## src/rtl/sme_pkg.sv

```systemverilog
// Package: shared types, constants and codes for the stack machine executor.
`default_nettype none
package sme_pkg;

    localparam int STACK_DEPTH  = 64;
    localparam int CALL_DEPTH   = 16;
    localparam int MEMORY_WORDS = 256;

    localparam int SP_W  = $clog2(STACK_DEPTH);
    localparam int SC_W  = $clog2(STACK_DEPTH + 1);
    localparam int RP_W  = (CALL_DEPTH > 1) ? $clog2(CALL_DEPTH) : 1;
    localparam int RC_W  = $clog2(CALL_DEPTH + 1);
    localparam int MA_W  = (MEMORY_WORDS > 1) ? $clog2(MEMORY_WORDS) : 1;

    typedef enum logic [4:0] {
        CMD_PUSH = 5'd0,  CMD_POP = 5'd1,  CMD_STORE = 5'd2, CMD_LOAD = 5'd3,
        CMD_ADD  = 5'd4,  CMD_SUB = 5'd5,  CMD_MUL   = 5'd6, CMD_DIV  = 5'd7,
        CMD_MOD  = 5'd8,  CMD_CMP = 5'd9,  CMD_JMP   = 5'd10, CMD_JZ  = 5'd11,
        CMD_JNZ  = 5'd12, CMD_JL  = 5'd13, CMD_JLE   = 5'd14, CMD_JG  = 5'd15,
        CMD_JGE  = 5'd16, CMD_CALL = 5'd17, CMD_RET  = 5'd18, CMD_NOP = 5'd19
    } t_cmd;

    typedef enum logic [3:0] {
        ERR_OK = 4'd0, ERR_UNDER = 4'd1, ERR_OVER = 4'd2, ERR_ADDR = 4'd3,
        ERR_TARGET = 4'd4, ERR_RET = 4'd5, ERR_CALL = 4'd6, ERR_CMD = 4'd7,
        ERR_DIV0 = 4'd8
    } t_err;

    typedef enum logic [2:0] {
        ST_IDLE, ST_READ, ST_EXEC, ST_DIV, ST_WRITE, ST_OUT
    } t_state;

    typedef struct packed {
        logic [4:0]         command;
        logic signed [31:0] operand;
    } t_in;

    typedef struct packed {
        logic [15:0]        next_pc;
        logic               halted;
        logic [3:0]         error_code;
        logic signed [31:0] top_value;
        logic [6:0]         stack_count;
    } t_out;

    // divider request and response
    typedef struct packed {
        logic        start;
        logic [31:0] dividend;
        logic [31:0] divisor;
    } t_div_req;

    typedef struct packed {
        logic        done;
        logic [31:0] quot;
        logic [31:0] rem;
    } t_div_rsp;

endpackage
`default_nettype wire

```

## src/rtl/sme_div.sv

```systemverilog
// Module: signed 32-bit divider, one quotient bit per cycle, truncating toward zero.
`default_nettype none
module sme_div (
    input  wire logic             i_clk,
    input  wire logic             i_rst_n,
    input  wire sme_pkg::t_div_req i_req,
    output sme_pkg::t_div_rsp     o_rsp
);
    import sme_pkg::*;

    logic [5:0]  r_cnt;
    logic        r_busy;
    logic        r_done;
    logic [31:0] r_q;
    logic [32:0] r_r;
    logic [31:0] r_d;
    logic        r_qneg;
    logic        r_rneg;
    logic [32:0] n_r;
    logic [32:0] w_diff;

    always_comb begin
        n_r    = {r_r[31:0], r_q[31]};
        w_diff = n_r - {1'b0, r_d};
    end

    // iterate restoring division on magnitudes
    always_ff @(posedge i_clk) begin
        if (!i_rst_n) begin
            r_busy <= 1'b0;
            r_done <= 1'b0;
            r_cnt  <= '0;
        end else begin
            r_done <= 1'b0;
            if (i_req.start) begin
                r_busy <= 1'b1;
                r_cnt  <= 6'd32;
                r_q    <= i_req.dividend[31] ? 32'(-i_req.dividend) : i_req.dividend;
                r_d    <= i_req.divisor[31] ? 32'(-i_req.divisor) : i_req.divisor;
                r_r    <= '0;
                r_qneg <= i_req.dividend[31] ^ i_req.divisor[31];
                r_rneg <= i_req.dividend[31];
            end else if (r_busy) begin
                if (w_diff[32]) begin
                    r_r <= n_r;
                    r_q <= {r_q[30:0], 1'b0};
                end else begin
                    r_r <= w_diff;
                    r_q <= {r_q[30:0], 1'b1};
                end
                r_cnt <= r_cnt - 6'd1;
                if (r_cnt == 6'd1) begin
                    r_busy <= 1'b0;
                    r_done <= 1'b1;
                end
            end
        end
    end

    assign o_rsp.done = r_done;
    assign o_rsp.quot = r_qneg ? 32'(-r_q) : r_q;
    assign o_rsp.rem  = r_rneg ? 32'(-r_r[31:0]) : r_r[31:0];
endmodule
`default_nettype wire

```

## config.mk

```make
export PLATFORM = sky130hd
export DESIGN_NAME = sme_div
export DESIGN_NICKNAME = d
export VERILOG_FILES = /design/src/rtl/sme_pkg.sv /design/src/rtl/sme_div.sv
export SDC_FILE = /design/constraint.sdc
export NUM_CORES = 1
export LEC_CHECK = 0
export BUFFER_PORTS_ARGS = -buffer_cell sky130_fd_sc_hd__buf_4
export CORE_UTILIZATION = 45
export DETAILED_ROUTE_END_ITERATION = 7
export GPL_TIMING_DRIVEN = 0
export PLACE_DENSITY = 0.77
export SLEW_MARGIN = 20
export SYNTH_ARGS = -nofsm -noshare
export SYNTH_HDL_FRONTEND = slang
export SYNTH_SLANG_ARGS = --single-unit
export TNS_END_PERCENT = 1
```

## constraint.sdc

```tcl
create_clock -name i_clk -period 3.6 [get_ports i_clk]
set_clock_uncertainty 0.2 [all_clocks]
set_input_delay 0 -clock i_clk [delete_from_list [all_inputs] [get_ports i_clk]]
set_output_delay 0 -clock i_clk [all_outputs]
set_load 0.01 [all_outputs]
```

Yosys cells after proc, flatten, opt, wreduce, memory -nomap -nowiden
Cells that the tools add are included.

storage, ports and cells
  register bits = 106
  input port bits = 67
  output and inout bits = 65
  logic and storage cells = 40

operators by class
  add/sub/neg operators = 6
  eq/ne operators = 1
  muxes and demuxes = 15
  bitwise gates (word level) = 3
  reduce and logical (&&, ||, !) cells = 5

operators by type and width
  cell                                                 count
  two-way mux 32 bit                                   7
  negation 32 bit                                      4
  subtractor 33 x 32 -> 33 bit                         1
  two-way mux 31 bit                                   1
  two-way mux 6 bit                                    2
  equality test 6 x 1 -> 1 bit, second input constant  1
  subtractor 6 x 1 -> 6 bit, second input constant     1
  two-way mux 1 bit                                    5
  AND reduction 2 bit                                  2
  OR reduction 3 bit                                   1
  NOT 1 bit                                            2
  nonzero test 2 bit                                   1
  OR reduction 2 bit                                   1
  XOR 1 bit                                            1

Longest topological paths before layout
  word-level depth = 4
  gate-level depth with buffers = 14
  depth with buffers taken out = 12

Worst setup path before layout
Ideal clock, no wire load.

  path type = register to register
  from = reg r_q[31]
  to = reg r_r[4] (data pin)
  library setup time = 0.266 ns
  arrival time = 3.540 ns
  required time = 3.134 ns
  path slack = -0.406 ns
  stages on the path, launching flop included = 15
  buffers on the path = 2
  clock period less this slack = 4.006 ns
  cell sequence = edfxtp_1 > inv_1 > ha_1 > fa_1 > nand2b_1 > a21oi_1 > o32ai_1 > a2111o_1 > a211oi_1 > a41o_1 > a2111o_1 > clkbuf_1 > buf_2 > mux2i_1 > nor2_1

between the ends
  cells in the longest elaborated chain, start to end = 3

RTL lines
  what                          RTL line       source
  from (decl)                   sme_div.sv:14  logic [31:0] r_q;
  from (signal assigned)        sme_div.sv:38  r_q <= i_req.dividend[31] ? 32'(-i_req.dividend) : i_req.dividend;
  from (signal assigned)        sme_div.sv:46  r_q <= {r_q[30:0], 1'b0};
  from (signal assigned)        sme_div.sv:49  r_q <= {r_q[30:0], 1'b1};
  subtractor 33 x 32 -> 33 bit  sme_div.sv:24  w_diff = n_r - {1'b0, r_d};
  two-way mux 32 bit            sme_div.sv:44  if (w_diff[32]) begin
  two-way mux 32 bit            sme_div.sv:43  end else if (r_busy) begin
  to (signal assigned)          sme_div.sv:45  r_r <= n_r;
  to (signal assigned)          sme_div.sv:48  r_r <= w_diff;
  to (decl)                     sme_div.sv:15  logic [32:0] r_r;

No other way between the ends. The select of a mux whose other input is x is not followed.
A chain may end at the register's enable or synchronous reset.

==> metrics.cfg <==
[power]
p_total_mw=4.21
power_leakage_nw=4.54
ir_drop_uv=257
power.density_nw_per_um2=374

[clock_tree]
root_buffer=clkbuf_16
clock-sinks=106
cts_tree=yes
clock_latency_ps=350
htreeDepth=3
clockBufferDepth=2
clk_pin_slew_ps=70
cts_buffers=9

[floorplan]
placementRows=49
ioPinCount=132
initial_core_util=0.466
die_w_um=139
die_h_um=139
coreArea_um2=18200
die_area_um2=19400

[cells_and_area]
final_common_cell=buf_4
multi_input_area_um2=5290
diodes=0
areaGrowthSynthToFinish_pct=32.6
final_cell_mix=143 x buf_4, 101 x xnor2_1, 98 x edfxtp_1
seq_area_um2=3100
fillers=1450
drive_gt1_frac=0.190
nets=1265

[route]
viasPerCell=5.74
wl_per_cell_um=17.4
drt_iter0_drc=591
antenna_left=0
vias=8000
dr.pass1.iters=5
drc=0
wl_mm=24.3

[worst_hold_path]
hold_class=in2reg

[yosys]
syn_avg_cell_area_um2=9.16
synth_top_family_by_area=compound AO/OA/AOI/OAI gates
synth-xor-area-share=0.155
synth_edf_count=98
synth_compound_area_frac=0.181
netlist_area_um2=8490
synthAdderAreaFrac=0.0584
ys_warn_count=0
ys_async_sr_fraction=0
ys.flop_type=edfxtp_1
synthCells=926
synthMuxAreaShare=0.0355
synth_seq_cells=106
synthSimpleGateAreaFrac=0.163
seq_area_frac_synth=0.366
synth_nets=1032
ys_types=58

[sta]
worstMarginPinSlew_ps=866
setup_slack_ps=-600
period_share=1.17
period_needed_ps=4200
maxSlewViolCount=0
rsz0062_at_grt=yes
finalSetupTns_ps=-14380
clock.fmax_mhz=238
hold_violations=0
slew_headroom=0.422
setup_viol=43

[setup_path]
critPathKind=reg2out
path_max_fanout=4
cp-start-kind=register
critPathRequiredTime_ps=3400
worstSetupEndpointType=output pin
critPathArrivalTime_ps=4000

[global_routing]
antenna_found_initial=0
grt.overflow.total=0
first_global_vias=7713
grt_pass1_wl_mm=38.4
track_usage=0.249
grt_max_degree=35

[flow_run]
drv_cap=0

[place]
gp_congestion=0.917
hpwl_mm=17.1
io_buffers=130

[run_status]
failed_checks=setup timing
outcome=finished, violations left

logic make-up (layout without fill, tap and decap cells):
kind of cell             count (synthesis)  count (layout)
AO/OA/AOI/OAI                          237             237
XOR/XNOR                               150             150
adder cells (fa/ha/maj)                 39              39
buffers and inverters                   90             328
flip-flops                             106             106
multiplexers                            30              30
AND/OR/NAND/NOR                        274             274
critical path, cell delays in order (launching register included):
cell and delay, ps:
edfxtp_1 390, buf_4 170, nor3_4 230, nand2_2 110, or4_4 430, or3_4 370
or4_4 430, or4_4 450, or4_4 490, o41ai_4 250, xnor2_1 180, buf_4 150
cell usage after synthesis, drive strengths merged (3+ instances only):
cell type	number	area (µm²)
xnor2	104	911
edfxtp	98	2940
nor2	92	345
a21oi	71	355
nand2	66	248
o21ai	54	270
inv	52	195
xor2	46	403
ha	38	475
o31ai	33	262
mux2i	29	290
or4	28	229
clkbuf	27	101
nand2b	20	125
a21o	18	135
or3	18	123
o41ai	16	148
buf	11	56.3
nor3	11	55.1
nor4	10	68.8
o21a	9	67.6
dfxtp	8	160
or2	6	37.5
nand3	5	25.0
a211oi	4	30.0
a21boi	4	30.0
a31oi	4	25.0
nand4	4	25.0
nor2b	4	25.0
o21bai	4	30.0
nand3b	3	22.5
o2111ai	3	26.3
o211ai	3	22.5
through the flow:
stage	cells	instance area [µm²]	hold slack [ps]	util	worst slack, ps
after global placement	1285	9820	11.7	0.539	-414
after CTS	1391	11200	84.0	0.613	-693
after floorplan	926	8560	-101	-	-37.2
final	1393	11300	89.0	0.618	-600
after detailed placement	1286	9850	7.88	0.541	-493
after global routing	1393	11300	108	0.618	-729
what timing repair did:
action,CTS,global route
hold buffers,80,1
setup buffers,9,1
pin swaps,17,9
endpoints found under the setup margin,50,63
endpoints found under the hold margin,73,1
resized for setup,29,16
sequential cells by signal, indices dropped and copies added (netlist names):
register	flops
r_busy	1
r_d	32
r_cnt	6
r_q	32
r_qneg	1
r_r	32
r_done	1
r_rneg	1
path summary, 6_finish.rpt:
kind / startpoint / cells past startpoint / endpoint / slack [ps]
max reg2reg: r_q[31] / 12 / r_r[27] / -420
max: r_r[1] / 11 / o_rsp[29] / -600
min: i_req[64] / 2 / r_q[26] / 90
min reg2reg: r_cnt[1] / 2 / r_cnt[1] / 310
report_power, final:
part | switching [mW] | leakage [nW] | total, mW | internal (mW)
Combinational | 0.826 | 3.39 | 1.58 | 0.758
Sequential | 0.112 | 0.998 | 1.60 | 1.48
Clock | 0.457 | 0.151 | 1.03 | 0.574
layer usage:
layer | vias up | GRT usage | wire (µm)
met4 | 0 | 0.0813 | 609
li1 | 3827 | - | -
met3 | 42 | 0.0399 | 1560
met2 | 324 | 0.446 | 12000
met5 | - | 0 | 0
met1 | 3807 | 0.304 | 10100
area by class of cell:
| cell class | instances | share of cell area |
|---|---|---|
| multi-input combinational | 730 | 0.470 |
| sequential | 106 | 0.276 |
| tap | 229 | 0.0255 |
| clock buffer | 11 | 0.0225 |
| inverter | 52 | 0.0173 |
| clock inverter | 5 | 0.00467 |
| timing repair buffer | 222 | 0.167 |
| buffer | 38 | 0.0170 |
No activity file was read; power rests on OpenSTA's default activity.
